===== config.mk =====
export PLATFORM = sky130hd
export DESIGN_NAME = array_priority_queue_core_flat
export DESIGN_NICKNAME = d
export VERILOG_FILES = /design/src/hw/rtl/apq_pkg.sv /design/src/hw/rtl/apq_cmd_if.sv /design/src/hw/rtl/apq_res_if.sv /design/src/hw/rtl/apq_dp.sv /design/src/hw/rtl/apq_ctrl.sv /design/src/hw/rtl/array_priority_queue_core.sv /design/src/flat_wrapper.sv
export SDC_FILE = /design/constraint.sdc
export NUM_CORES = 1
export LEC_CHECK = 0
export ABC_CLOCK_PERIOD_IN_PS = 5900
export BUFFER_PORTS_ARGS = -buffer_cell sky130_fd_sc_hd__buf_2
export CAP_MARGIN = 10
export CORE_AREA = 2 2 186 224
export DETAILED_ROUTE_END_ITERATION = 16
export DIE_AREA = 0 0 188 226
export GPL_TIMING_DRIVEN = 1
export HOLD_SLACK_MARGIN = 0.15
export MAX_ROUTING_LAYER = met4
export PLACE_DENSITY = 0.79
export SLEW_MARGIN = 20
export SYNTH_ARGS = -nofsm -noshare
export SYNTH_HDL_FRONTEND = slang
export SYNTH_SLANG_ARGS = --single-unit
export TNS_END_PERCENT = 100

===== constraint.sdc =====
create_clock -name i_clk -period 5.9 [get_ports i_clk]
set_input_delay 1.18 -clock i_clk [delete_from_list [all_inputs] [get_ports i_clk]]
set_output_delay 1.18 -clock i_clk [all_outputs]
set_load 0.02 [all_outputs]

===== src/hw/rtl/apq_pkg.sv =====
package apq_pkg;

    // fixed field widths of the channels
    localparam int CMD_W    = 2;
    localparam int ELEM_W   = 32;
    localparam int PRIO_W   = 8;
    localparam int STATUS_W = 2;
    localparam int FILL_W   = 4;

    // command codes
    localparam logic [CMD_W-1:0] CMD_INSERT = 2'd0;
    localparam logic [CMD_W-1:0] CMD_PEEK   = 2'd1;
    localparam logic [CMD_W-1:0] CMD_REMOVE = 2'd2;

    // status codes
    localparam logic [STATUS_W-1:0] ST_OK    = 2'd0;
    localparam logic [STATUS_W-1:0] ST_FULL  = 2'd1;
    localparam logic [STATUS_W-1:0] ST_EMPTY = 2'd2;

    // result kinds chosen by the controller
    typedef logic [2:0] t_res_kind;
    localparam t_res_kind RES_PLAIN  = 3'd0;
    localparam t_res_kind RES_FULL   = 3'd1;
    localparam t_res_kind RES_EMPTY  = 3'd2;
    localparam t_res_kind RES_PEEK   = 3'd3;
    localparam t_res_kind RES_REMOVE = 3'd4;

    typedef struct packed {
        logic      latch;
        logic      ins_write;
        logic      scan_start;
        logic      scan_step;
        logic      shift_start;
        logic      shift_step;
        logic      count_dec;
        logic      res_load;
        t_res_kind res_kind;
    } t_dp_cmd;

    typedef struct packed {
        logic is_insert;
        logic is_peek;
        logic is_remove;
        logic full;
        logic empty;
        logic scan_last;
        logic best_last;
        logic shift_last;
    } t_dp_status;

endpackage


===== src/hw/rtl/apq_cmd_if.sv =====
interface apq_cmd_if;
    logic                              valid;
    logic                              ready;
    logic [apq_pkg::CMD_W-1:0]         command;
    logic signed [apq_pkg::ELEM_W-1:0] element;
    logic [apq_pkg::PRIO_W-1:0]        priority_req;

    modport source (output valid, output command, output element, output priority_req,
                    input ready);
    modport sink   (input valid, input command, input element, input priority_req,
                    output ready);
endinterface


===== src/hw/rtl/apq_res_if.sv =====
interface apq_res_if;
    logic                              valid;
    logic                              ready;
    logic [apq_pkg::STATUS_W-1:0]      status;
    logic signed [apq_pkg::ELEM_W-1:0] out_element;
    logic [apq_pkg::PRIO_W-1:0]        out_priority;
    logic [apq_pkg::FILL_W-1:0]        fill_level;

    modport source (output valid, output status, output out_element, output out_priority,
                    output fill_level, input ready);
    modport sink   (input valid, input status, input out_element, input out_priority,
                    input fill_level, output ready);
endinterface


===== src/hw/rtl/apq_dp.sv =====
module apq_dp #(
    parameter int CAPACITY      = 8,
    parameter int PRIORITY_BITS = 8
) (
    input  logic                              i_clk,
    input  logic                              i_rst_n,
    input  apq_pkg::t_dp_cmd                  i_cmd,
    output apq_pkg::t_dp_status               o_st,
    input  logic [apq_pkg::CMD_W-1:0]         i_command,
    input  logic signed [apq_pkg::ELEM_W-1:0] i_element,
    input  logic [apq_pkg::PRIO_W-1:0]        i_priority_req,
    output logic [apq_pkg::STATUS_W-1:0]      o_status,
    output logic signed [apq_pkg::ELEM_W-1:0] o_out_element,
    output logic [apq_pkg::PRIO_W-1:0]        o_out_priority,
    output logic [apq_pkg::FILL_W-1:0]        o_fill_level
);

    localparam int SW = (PRIORITY_BITS < apq_pkg::PRIO_W) ? PRIORITY_BITS : apq_pkg::PRIO_W;
    localparam int IW = (CAPACITY > 1) ? $clog2(CAPACITY) : 1;
    localparam int CW = $clog2(CAPACITY + 1);
    localparam int AW = CW + 1;
    localparam int DW = apq_pkg::ELEM_W + SW;

    // entry store, element in the upper bits, priority in the lower
    logic [DW-1:0] mem [CAPACITY];

    logic [CW-1:0]                 r_count;
    logic [apq_pkg::CMD_W-1:0]     r_cmd;
    logic [apq_pkg::ELEM_W-1:0]    r_elem;
    logic [SW-1:0]                 r_prio;
    logic [DW-1:0]                 r_rd_data;
    logic [IW-1:0]                 r_scan;
    logic [IW-1:0]                 r_best_idx;
    logic [SW-1:0]                 r_best_prio;
    logic [apq_pkg::ELEM_W-1:0]    r_best_elem;
    logic [IW-1:0]                 r_wr_ptr;
    logic [apq_pkg::STATUS_W-1:0]  r_status;
    logic [apq_pkg::ELEM_W-1:0]    r_oelem;
    logic [apq_pkg::PRIO_W-1:0]    r_oprio;
    logic [apq_pkg::FILL_W-1:0]    r_fill;

    logic                       we;
    logic [IW-1:0]              wa;
    logic [DW-1:0]              wd;
    logic                       rd_en;
    logic [IW-1:0]              rd_addr;
    logic [AW-1:0]              scan_nxt;
    logic [AW-1:0]              best_nxt;
    logic [AW-1:0]              wr_nxt;
    logic [AW-1:0]              wr_nxt2;
    logic [AW-1:0]              count_x;
    logic [SW-1:0]              rd_prio;
    logic [apq_pkg::ELEM_W-1:0] rd_elem;
    logic                       take;

    assign scan_nxt = AW'(r_scan) + AW'(1);
    assign best_nxt = AW'(r_best_idx) + AW'(1);
    assign wr_nxt   = AW'(r_wr_ptr) + AW'(1);
    assign wr_nxt2  = AW'(r_wr_ptr) + AW'(2);
    assign count_x  = AW'(r_count);
    assign rd_prio  = r_rd_data[SW-1:0];
    assign rd_elem  = r_rd_data[DW-1 -: apq_pkg::ELEM_W];
    assign take     = (r_scan == '0) || (rd_prio > r_best_prio);

    always_comb begin
        we = 1'b0;
        wa = '0;
        wd = '0;
        if (i_cmd.ins_write) begin
            we = 1'b1;
            wa = IW'(r_count);
            wd = {r_elem, r_prio};
        end else if (i_cmd.shift_step) begin
            we = 1'b1;
            wa = r_wr_ptr;
            wd = r_rd_data;
        end
    end

    always_comb begin
        rd_en   = 1'b0;
        rd_addr = '0;
        if (i_cmd.scan_start) begin
            rd_en = 1'b1;
        end else if (i_cmd.scan_step) begin
            rd_en   = scan_nxt < count_x;
            rd_addr = IW'(scan_nxt);
        end else if (i_cmd.shift_start) begin
            rd_en   = 1'b1;
            rd_addr = IW'(best_nxt);
        end else if (i_cmd.shift_step) begin
            rd_en   = wr_nxt2 < count_x;
            rd_addr = IW'(wr_nxt2);
        end
    end

    always_ff @(posedge i_clk) begin
        if (we) begin
            mem[wa] <= wd;
        end
        if (rd_en) begin
            r_rd_data <= mem[rd_addr];
        end
    end

    always_ff @(posedge i_clk) begin
        if (!i_rst_n) begin
            r_count <= '0;
        end else if (i_cmd.ins_write) begin
            r_count <= r_count + CW'(1);
        end else if (i_cmd.count_dec) begin
            r_count <= r_count - CW'(1);
        end
    end

    always_ff @(posedge i_clk) begin
        if (i_cmd.latch) begin
            r_cmd  <= i_command;
            r_elem <= i_element;
            r_prio <= i_priority_req[SW-1:0];
        end
        if (i_cmd.scan_start) begin
            r_scan <= '0;
        end else if (i_cmd.scan_step) begin
            r_scan <= IW'(scan_nxt);
            if (take) begin
                r_best_idx  <= r_scan;
                r_best_prio <= rd_prio;
                r_best_elem <= rd_elem;
            end
        end
        if (i_cmd.shift_start) begin
            r_wr_ptr <= r_best_idx;
        end else if (i_cmd.shift_step) begin
            r_wr_ptr <= IW'(wr_nxt);
        end
        if (i_cmd.res_load) begin
            r_fill <= apq_pkg::FILL_W'(r_count);
            unique case (i_cmd.res_kind)
                apq_pkg::RES_FULL: begin
                    r_status <= apq_pkg::ST_FULL;
                    r_oelem  <= '0;
                    r_oprio  <= '0;
                end
                apq_pkg::RES_EMPTY: begin
                    r_status <= apq_pkg::ST_EMPTY;
                    r_oelem  <= '0;
                    r_oprio  <= '0;
                end
                apq_pkg::RES_PEEK: begin
                    r_status <= apq_pkg::ST_OK;
                    r_oelem  <= '0;
                    r_oprio  <= apq_pkg::PRIO_W'(r_best_prio);
                end
                apq_pkg::RES_REMOVE: begin
                    r_status <= apq_pkg::ST_OK;
                    r_oelem  <= r_best_elem;
                    r_oprio  <= apq_pkg::PRIO_W'(r_best_prio);
                end
                default: begin
                    r_status <= apq_pkg::ST_OK;
                    r_oelem  <= '0;
                    r_oprio  <= '0;
                end
            endcase
        end
    end

    assign o_st.is_insert  = r_cmd == apq_pkg::CMD_INSERT;
    assign o_st.is_peek    = r_cmd == apq_pkg::CMD_PEEK;
    assign o_st.is_remove  = r_cmd == apq_pkg::CMD_REMOVE;
    assign o_st.full       = r_count == CW'(CAPACITY);
    assign o_st.empty      = r_count == '0;
    assign o_st.scan_last  = scan_nxt == count_x;
    assign o_st.best_last  = best_nxt == count_x;
    assign o_st.shift_last = wr_nxt2 == count_x;

    assign o_status       = r_status;
    assign o_out_element  = r_oelem;
    assign o_out_priority = r_oprio;
    assign o_fill_level   = r_fill;

    a_count_bound: assert property (@(posedge i_clk) disable iff (!i_rst_n)
        r_count <= CW'(CAPACITY))
        else $error("entry count above capacity");

    a_insert_grows: assert property (@(posedge i_clk) disable iff (!i_rst_n)
        i_cmd.ins_write |=> r_count == $past(r_count) + CW'(1))
        else $error("insert did not add one entry");

    a_remove_shrinks: assert property (@(posedge i_clk) disable iff (!i_rst_n)
        i_cmd.count_dec |=> r_count == $past(r_count) - CW'(1))
        else $error("remove did not drop one entry");

endmodule


===== src/hw/rtl/apq_ctrl.sv =====
module apq_ctrl (
    input  logic                i_clk,
    input  logic                i_rst_n,
    input  logic                i_in_valid,
    output logic                o_in_ready,
    output logic                o_out_valid,
    input  logic                i_out_ready,
    output apq_pkg::t_dp_cmd    o_cmd,
    input  apq_pkg::t_dp_status i_st
);

    localparam logic [2:0] S_IDLE        = 3'd0;
    localparam logic [2:0] S_DECODE      = 3'd1;
    localparam logic [2:0] S_SCAN        = 3'd2;
    localparam logic [2:0] S_SHIFT_START = 3'd3;
    localparam logic [2:0] S_SHIFT       = 3'd4;
    localparam logic [2:0] S_DONE        = 3'd5;

    logic [2:0]         r_state;
    logic [2:0]         n_state;
    apq_pkg::t_res_kind r_kind;
    apq_pkg::t_res_kind n_kind;
    logic               r_out_valid;
    logic               n_out_valid;

    always_comb begin
        o_cmd       = '0;
        n_state     = r_state;
        n_kind      = r_kind;
        n_out_valid = r_out_valid & ~i_out_ready;
        unique case (r_state)
            S_IDLE: begin
                if (i_in_valid) begin
                    o_cmd.latch = 1'b1;
                    n_state     = S_DECODE;
                end
            end
            S_DECODE: begin
                if (i_st.is_insert) begin
                    if (i_st.full) begin
                        n_kind = apq_pkg::RES_FULL;
                    end else begin
                        o_cmd.ins_write = 1'b1;
                        n_kind          = apq_pkg::RES_PLAIN;
                    end
                    n_state = S_DONE;
                end else if (i_st.is_peek || i_st.is_remove) begin
                    if (i_st.empty) begin
                        n_kind  = apq_pkg::RES_EMPTY;
                        n_state = S_DONE;
                    end else begin
                        o_cmd.scan_start = 1'b1;
                        n_state          = S_SCAN;
                    end
                end else begin
                    n_kind  = apq_pkg::RES_PLAIN;
                    n_state = S_DONE;
                end
            end
            S_SCAN: begin
                o_cmd.scan_step = 1'b1;
                if (i_st.scan_last) begin
                    if (i_st.is_peek) begin
                        n_kind  = apq_pkg::RES_PEEK;
                        n_state = S_DONE;
                    end else begin
                        n_state = S_SHIFT_START;
                    end
                end
            end
            S_SHIFT_START: begin
                n_kind = apq_pkg::RES_REMOVE;
                if (i_st.best_last) begin
                    o_cmd.count_dec = 1'b1;
                    n_state         = S_DONE;
                end else begin
                    o_cmd.shift_start = 1'b1;
                    n_state           = S_SHIFT;
                end
            end
            S_SHIFT: begin
                o_cmd.shift_step = 1'b1;
                if (i_st.shift_last) begin
                    o_cmd.count_dec = 1'b1;
                    n_state         = S_DONE;
                end
            end
            S_DONE: begin
                o_cmd.res_kind = r_kind;
                if (!r_out_valid || i_out_ready) begin
                    o_cmd.res_load = 1'b1;
                    n_out_valid    = 1'b1;
                    n_state        = S_IDLE;
                end
            end
            default: begin
                n_state = S_IDLE;
            end
        endcase
    end

    always_ff @(posedge i_clk) begin
        if (!i_rst_n) begin
            r_state     <= S_IDLE;
            r_kind      <= apq_pkg::RES_PLAIN;
            r_out_valid <= 1'b0;
        end else begin
            r_state     <= n_state;
            r_kind      <= n_kind;
            r_out_valid <= n_out_valid;
        end
    end

    assign o_in_ready  = r_state == S_IDLE;
    assign o_out_valid = r_out_valid;

    a_no_insert_when_full: assert property (@(posedge i_clk) disable iff (!i_rst_n)
        o_cmd.ins_write |-> !i_st.full)
        else $error("insert written into a full store");

    a_no_scan_when_empty: assert property (@(posedge i_clk) disable iff (!i_rst_n)
        (o_cmd.scan_start || o_cmd.scan_step || o_cmd.shift_start) |-> !i_st.empty)
        else $error("scan or shift on an empty store");

    a_no_result_overwrite: assert property (@(posedge i_clk) disable iff (!i_rst_n)
        o_cmd.res_load |-> (!r_out_valid || i_out_ready))
        else $error("pending result overwritten");

endmodule


===== src/hw/rtl/array_priority_queue_core.sv =====
// channel  | dir | handshake          | payload
// i_cmd    | in  | valid/ready        | command, element, priority_req
// o_res    | out | valid/ready        | status, out_element, out_priority, fill_level
//
// one command at a time; a beat is taken only while the controller is idle
// insert, full, empty and unused commands go from decode straight to the result
// state; peek first scans every stored entry for the top one, and remove also
// shifts any later entries down, one entry per cycle on the store port
// a finished result sits in the output register; the next beat is accepted
// while it waits, and the following result holds until it is taken
// synchronous active-low reset empties the queue; stored entries are not cleared
module array_priority_queue_core #(
    parameter int CAPACITY      = 8,
    parameter int PRIORITY_BITS = 8
) (
    input  logic      i_clk,
    input  logic      i_rst_n,
    apq_cmd_if.sink   i_cmd,
    apq_res_if.source o_res
);

    // command and status between sequencer and datapath
    apq_pkg::t_dp_cmd    dp_cmd;
    apq_pkg::t_dp_status dp_st;

    // sequencer: decode, scan for the top entry, close the gap, hand off result
    apq_ctrl u_ctrl (
        .i_clk       (i_clk),
        .i_rst_n     (i_rst_n),
        .i_in_valid  (i_cmd.valid),
        .o_in_ready  (i_cmd.ready),
        .o_out_valid (o_res.valid),
        .i_out_ready (o_res.ready),
        .o_cmd       (dp_cmd),
        .i_st        (dp_st)
    );

    // datapath: entry store, count, scan registers and result register
    apq_dp #(
        .CAPACITY      (CAPACITY),
        .PRIORITY_BITS (PRIORITY_BITS)
    ) u_dp (
        .i_clk          (i_clk),
        .i_rst_n        (i_rst_n),
        .i_cmd          (dp_cmd),
        .o_st           (dp_st),
        .i_command      (i_cmd.command),
        .i_element      (i_cmd.element),
        .i_priority_req (i_cmd.priority_req),
        .o_status       (o_res.status),
        .o_out_element  (o_res.out_element),
        .o_out_priority (o_res.out_priority),
        .o_fill_level   (o_res.fill_level)
    );

endmodule


===== src/flat_wrapper.sv =====
// flat-port wrapper written by rule: the top's interface ports become plain ports
module array_priority_queue_core_flat 
#(
    parameter int CAPACITY      = 8,
    parameter int PRIORITY_BITS = 8
)
  (i_clk, i_rst_n, i_cmd_valid, i_cmd_command, i_cmd_element, i_cmd_priority_req, i_cmd_ready, o_res_valid, o_res_status, o_res_out_element, o_res_out_priority, o_res_fill_level, o_res_ready);
  apq_cmd_if i_cmd_i ();
  apq_res_if o_res_i ();
  input  logic i_clk;
  input  logic i_rst_n;
  input wire logic [$bits(i_cmd_i.valid)-1:0] i_cmd_valid;
  input wire logic [$bits(i_cmd_i.command)-1:0] i_cmd_command;
  input wire logic [$bits(i_cmd_i.element)-1:0] i_cmd_element;
  input wire logic [$bits(i_cmd_i.priority_req)-1:0] i_cmd_priority_req;
  output wire logic [$bits(i_cmd_i.ready)-1:0] i_cmd_ready;
  output wire logic [$bits(o_res_i.valid)-1:0] o_res_valid;
  output wire logic [$bits(o_res_i.status)-1:0] o_res_status;
  output wire logic [$bits(o_res_i.out_element)-1:0] o_res_out_element;
  output wire logic [$bits(o_res_i.out_priority)-1:0] o_res_out_priority;
  output wire logic [$bits(o_res_i.fill_level)-1:0] o_res_fill_level;
  input wire logic [$bits(o_res_i.ready)-1:0] o_res_ready;
  assign i_cmd_i.valid = i_cmd_valid;
  assign i_cmd_i.command = i_cmd_command;
  assign i_cmd_i.element = i_cmd_element;
  assign i_cmd_i.priority_req = i_cmd_priority_req;
  assign i_cmd_ready = i_cmd_i.ready;
  assign o_res_valid = o_res_i.valid;
  assign o_res_status = o_res_i.status;
  assign o_res_out_element = o_res_i.out_element;
  assign o_res_out_priority = o_res_i.out_priority;
  assign o_res_fill_level = o_res_i.fill_level;
  assign o_res_i.ready = o_res_ready;
  array_priority_queue_core #(.CAPACITY(CAPACITY), .PRIORITY_BITS(PRIORITY_BITS)) u_core (.i_clk(i_clk), .i_rst_n(i_rst_n), .i_cmd(i_cmd_i), .o_res(o_res_i));
endmodule

Word-level counts from Yosys, hierarchy flattened. Memory sizes are Yosys's and may differ from the RTL's. A register that Yosys moved wholly into a read port is not among the register bits. Index checks and enable logic that the tools add are counted.

Add/sub/neg operators: 6. $lt $le $gt $ge: 3. Eq/ne operators: 21. Multiplexer cells: 57. Bitwise logic cells: 3. Reduce and logical (&&, ||, !) cells: 15.

Operators by type and width (count): two-way mux 40 bit (2); two-way mux 3 bit (21); two-way mux 1 bit (26); one-hot mux 3 bit (6 select lines) (1); equality test 3 x 2 -> 1 bit (second input constant) (4); two-way mux 4 bit (3); equality test 3 bit (second input constant) (3); one-hot mux 3 bit (3 select lines) (1); adder 3 x 1 -> 4 bit (second input constant) (2); equality test 4 bit (2); > comparator 8 bit (1); AND reduction 4 bit (2); equality test 3 x 1 -> 1 bit (second input constant) (2); zero test 3 bit (2); != test 2 bit (second input constant) (3); equality test 5 x 4 -> 1 bit (1); < comparator 5 x 4 -> 1 bit (1); adder 3 x 2 -> 4 bit (second input constant) (1); adder 4 x 1 -> 4 bit (second input constant) (1); equality test 4 bit (second input constant) (1); zero test 4 bit (1); < comparator 4 bit (1); != test 2 x 1 -> 1 bit (second input constant) (2); != test 4 x 2 -> 1 bit (second input constant) (1); other kinds (16) (20).

Bits in registers: 148. Bits in writable memories: 320. Input port bits: 46. Output and inout port bits: 48. Logic and storage cells: 122. Memories: 1.

Memories: u_core.u_dp.mem (depth 8, width 40, rd ports 1, clocked after Yosys merged registers in 1, wr ports 1, line apq_dp.sv:25) `logic [DW-1:0] mem [CAPACITY];`.

Depth between registers and ports, before layout.
Word-level depth: 8. Mapped depth: 11. Gate-level depth less buffers: 11.

Cells and area by module. Synthesis repeated with hierarchy kept, for this count alone.

Cells, all modules: 1193. Area, all modules: 19748.9 µm².

By module, submodules not included: apq_dp (times used 1, cells an instance 1125, area each 19209.7 µm², seq. area each 14974.4 µm²); apq_ctrl (times used 1, cells an instance 68, area each 539.3 µm², seq. area each 140.1 µm²).

Worst setup path before layout. Ideal clock, no wire load.

Kind: reg-to-reg. Start point: register u_core.u_dp.r_rd_data[1] (read register of u_core.u_dp.mem). End point: register u_core.u_dp.r_best_elem[0] (netlist name), enable pin. Library setup time: 0.458 ns. Arrival time: 3.500 ns. Data required time: 5.442 ns. Slack: 1.942 ns. Stages on the path, launching flop included: 8. Path buffers: 0. Period minus slack after synthesis: 3.958 ns. Cell sequence: edfxtp_1 ha_1 nor2b_1 o21a_1 o21a_1 o21ai_0 a221o_1 a21oi_1.

Word-level cells in the longest chain between the ends: 3.

RTL lines: start: declaration (line apq_dp.sv:31) `logic [DW-1:0] r_rd_data;`; > comparator 8 bit (line apq_dp.sv:63) `assign take = (r_scan == '0) || (rd_prio > r_best_prio);`; logical OR 1 bit (line apq_dp.sv:63); AND reduction 3 bit (no line); end signal: assignment (line apq_dp.sv:129) `r_best_elem <= rd_elem;`; end: declaration (line apq_dp.sv:35) `logic [apq_pkg::ELEM_W-1:0] r_best_elem;`.

Every way passes these cells. A chain may end at the register's enable or synchronous reset.

Worst setup path in the final report.
Start point: register u_core.u_ctrl.r_state[0]. End point: memory u_core.u_dp.mem[2][17] (netlist name), enable pin.

Word-level cells in the longest chain between the ends: 6. Elaborated cells between the ends (all ways): 10. Those cells by class: eq/ne (2); mux (8).

RTL lines: start: declaration (line apq_ctrl.sv:19) `logic [2:0] r_state;`; start signal: assignment (line apq_ctrl.sv:108) `r_state <= n_state;`; equality test 3 bit (line apq_ctrl.sv:31) `unique case (r_state)`; two-way mux 1 bit (line apq_ctrl.sv:31); two-way mux 1 bit (line apq_dp.sv:73) `end else if (i_cmd.shift_step) begin`; two-way mux 1 bit (line apq_dp.sv:69) `if (i_cmd.ins_write) begin`; two-way mux 1 bit (line apq_dp.sv:98) `if (we) begin`; two-way mux 1 bit (implied by the code) (line apq_dp.sv:99) `mem[wa] <= wd;`; end: declaration (line apq_dp.sv:25).

Parallel ways exist; a longest one is shown, timed or not.

==> results.md <==
Drt:
- The mean number of vias per cell is 5.758.
- The average wire length per cell after detail routing is between 20 and 25 um.
- In the routed design, unresolved DRC markers number 0.
- The detail route stage leaves a number of antenna-violating nets equal to 0.
- The routed design has 39.25 mm of wire.
- The first-pass iteration count of the detailed router is 5.
- For this block, the initial DRC count from the detailed router was 903.
- The total via count in the routed design is slightly above 10000.

Pwr:
- The power density relative to cell area is roughly 440 mW/mm2.
- The peak supply drop is 0.0002679 V.
- For this design the static power due to leakage is 7.622 nW.

Timing:
- The slack of the critical path is ~1.9 ns.
- The highest clock frequency the design can meet is 0.2490 GHz.
- The final count of pins violating max slew is 0.
- Setup repair after global routing left no endpoint under its margin.
- The relative slew slack is 0.2385.
- At the pin with the least slew margin, the transition time is about 1.1 ns.
- The final setup TNS is 0 ns.
- The final clock period utilization by the worst path is 0.6807.
- The final-report hold violation count came to 0.
- Across the routed clock network, the largest skew measured is between 0.01 and 0.015 ns.
- The final critical delay including setup and external delays is 4.016 ns.
- Setup violations remaining at the end of the flow were counted as 0.

Worst setup path:
- The startpoint type of the worst setup path is a flop.
- Of all nets on the critical path, the largest fanout is 46.
- The setup path with the least slack is of type flop to flop.
- The setup check on the worst reg-to-reg path leaves a slack of 1.88 ns.
- STA classifies the critical path endpoint as a flop.
- The end of the worst register-to-register path is u_core.u_dp.mem[2][17].
- The worst register-to-register path has a depth of 8.
- The worst register-to-register path begins at u_core.u_ctrl.r_state[0].
- Data on the critical path is required at its endpoint by 6.14 ns.
- Data arrives at the worst endpoint at 4.26 ns.

Placement:
- The number of placed instances, taps included is 1707.
- Buffers placed on the I/O ports in this run total 93.
- The half-perimeter wire length after placement is 21.74 mm.
- The standard cell area after detailed placement is 0.02113 mm2.
- The weighted congestion at the end of routability-driven global placement is 0.8751.
- At the placement stage, the worst setup path has a slack of 1.903 ns.

CTS:
- TritonCTS built the clock tree.
- The number of sinks handled by clock tree synthesis is around 510.
- After clock tree synthesis, the flow added hold-fix buffers numbering 0.
- The number of CTS-inserted buffers is 47.
- Once the clock tree was built, the setup fixing pass inserted 0 buffers.
- The clock edge transition at the registers on the reported setup and hold paths is 0.06 ns.
- The number of gates resized after CTS was 0.
- The maximum buffer depth of the clock tree is 3.
- The H-tree was split into 2 levels.
- At the later pin of the worst-skew pair, clock insertion delay measures 0.56 ns.
- The buffer cell driving the clock tree root is clkbuf_16.

Synth:
- Each instance of the synthesized netlist takes up on average 17.97 um2.
- By count the netlist is led by 494 x edfxtp_1, 83 x mux2i_1, 80 x mux2_2.
- For this run, the register share of the synthesized area comes to 0.7564.
- The share of synthesized area in the top cell type comes to 0.7423.
- The total of warnings raised by yosys is 0.
- The number of distinct library cell variants in the gate-level netlist after synthesis is 60.
- The biggest area contributor in the post-synthesis netlist is edfxtp_1.
- Yosys attributes the largest share of cell area to edfxtp_1 74%, mux2_2 4.5%, mux2i_1 4.2%.
- The net count of the mapped netlist is ~1200.
- In the synthesized netlist the dominant register cell turns out to be edfxtp_1.
- Counting flops and latches in the post-synthesis netlist gives ~510.
- The cell count after synthesis is 1112.
- The number of enable-type register cells in the synthesized netlist is 494.
- The most frequent cell after synthesis is edfxtp_1.
- The share of flip-flops with an asynchronous set or reset is 0.
- The mapped netlist covers approximately 0.020 mm2.

Cells and area:
- The count of fill cells added during filler insertion is 2944.
- Once layout is done, the placed cells without fillers occupy approximately 0.023 mm2.
- The diode insertion count for antenna repair is 0.
- The fraction of final layout cells with drive strength greater than 1 is 0.2556.
- Relative to the synthesized area, the layout overhead comes to 14.04%.
- The final net count is 1289.
- For this run, the number of standard cells in the final layout without fillers is around 1800.

Worst hold path:
- The worst min-delay path endpoint is u_core.u_dp.r_best_elem[28].
- The number of instances on the worst hold path is 0.
- The type of the most critical hold path is flop to flop.
- The worst hold path begins at u_core.u_dp.r_rd_data[36].

Run status:
- The run finished with clean final reports.

Floorplan:
- The total number of placement rows is 81.
- For this configuration, the core starts out at a cell density of 0.4942.
- In this run the horizontal extent of the chip is 188 um.
- From bottom edge to top edge, the die measures about 230 um.
- 94 I/O pins were placed.
- The full die area is around 0.042 mm2.
- The area of the core region is 0.04044 mm2.

Global route:
- The number of antenna violations at the first check in global routing is 0.
- The wire length of the first global-routing pass is about 60 mm.
- The overall global routing resource usage is 0.1903.
- Entering global routing, the biggest net connects 162 pins.
- The remaining global-route overflow is 0.
- The number of global-route vias before repair is 10380.

Job:
- The max-cap violation count is 0.
[per-stage QoR]
| stage | power (mW) | hold slack, ns | utilization |
|---|---|---|---|
| after floorplan | 6.177 | 0.4064 | - |
| after global placement | 6.686 | 0.4423 | 0.5226 |
| after detailed placement | 6.767 | 0.4464 | 0.5226 |
| after CTS | 9.987 | 0.4643 | 0.5635 |
| after global routing | 10.32 | 0.4786 | 0.5635 |
| final | 9.933 | 0.4645 | 0.5635 |
[how the worst max path moves through the flow]
stage / to / start
finish: u_core.u_dp.mem[2][17] / u_core.u_ctrl.r_state[0]
global route: u_core.u_dp.mem[2][17] / u_core.u_ctrl.r_state[0]
CTS: u_core.u_dp.mem[2][26] / u_core.u_ctrl.r_state[0]
detailed placement: u_core.u_dp.mem[2][17] / u_core.u_ctrl.r_state[0]
global placement: u_core.u_dp.mem[2][14] / u_core.u_ctrl.r_state[0]
floorplan: u_core.u_dp.r_best_elem[0] / u_core.u_dp.r_rd_data[1]
[logic make-up (layout without fill, tap and decap cells)]
family,count (synthesis),count (layout),synth area share
muxes,163,163,0.08666
and+or+nand+nor,143,143,0.04039
adders and majority gates,26,26,0.01666
xor gates and xnor gates,12,12,0.006011
buffers and inverters,82,222,0.01759
AOI/OAI and AO/OA,178,178,0.07633
DFF,508,508,0.7564
[worst max-delay path, cell delays in order, from the launching register on]
cell and delay (ns):
dfxtp_1 0.70, nand2b_1 0.21, a2111oi_4 0.35, buf_4 0.60, inv_1 0.26, nor2_1 0.16, o22ai_1 0.16, nor2_4 0.81
buf_4 0.40
[registers in the layout, indices dropped and copies added, names as in the netlist, 4 cells and up]
signal	cells
u_core.u_dp.r_prio	8
u_core.u_dp.r_elem	32
u_core.u_dp.o_out_element	32
u_core.u_dp.r_best_prio	8
u_core.u_dp.r_count	4
u_core.u_dp.o_fill_level	4
u_core.u_dp.o_out_priority	8
u_core.u_dp.r_rd_data	40
u_core.u_dp.r_best_elem	32
u_core.u_dp.mem	320
[layout make-up]
cell class                      count  area (um2)  share of cell area
Clock buffer                       58        1260             0.05529
Clock inverter                     26       394.1             0.01730
Inverter                           26       97.59            0.004283
Multi-Input combinational cell    522        4627              0.2030
Sequential cell                   508       15110              0.6633
Tap cell                          539       674.4             0.02959
Timing Repair Buffer              112       620.6             0.02723
[cells in the final DEF, fill, tap and decap left out, types with 4 or more instances in the layout]
cell,instances
a21o_1,6
a21oi_1,15
a22o_1,39
a22oi_1,42
and2_1,41
buf_2,93
buf_4,18
bufinv_16,10
clkbuf_1,9
clkbuf_16,49
clkinv_1,7
clkinvlp_4,5
dfxtp_1,14
edfxtp_1,494
ha_1,25
inv_1,26
mux2_2,80
mux2i_1,83
nand2_1,17
nand3_1,7
nand3b_1,5
nor2_1,18
nor2_4,8
nor2b_1,7
nor3_1,7
o21ai_0,6
o221a_1,7
o221a_2,33
o22ai_1,4
or3_1,4
or3b_2,4
xnor2_1,8
[power breakdown]
| part | total, mW | internal, mW | switching, mW |
|---|---|---|---|
| Sequential | 4.86 | 4.64 | 0.211 |
| Clock | 3.23 | 1.96 | 1.27 |
| Combinational | 1.85 | 0.717 | 1.13 |
[per-layer routing]
metal / wire, um / part of all wire / track usage / up-vias
met5: 0 / 0 / - / -
met4: 1011 / 0.026 / 0.06807 / 0
met1: 16290 / 0.42 / 0.2416 / 5198
met3: 2705 / 0.069 / 0.03559 / 75
li1: - / - / - / 4636
met2: 19240 / 0.49 / 0.3088 / 403
Power figures use the tool's default switching activity.
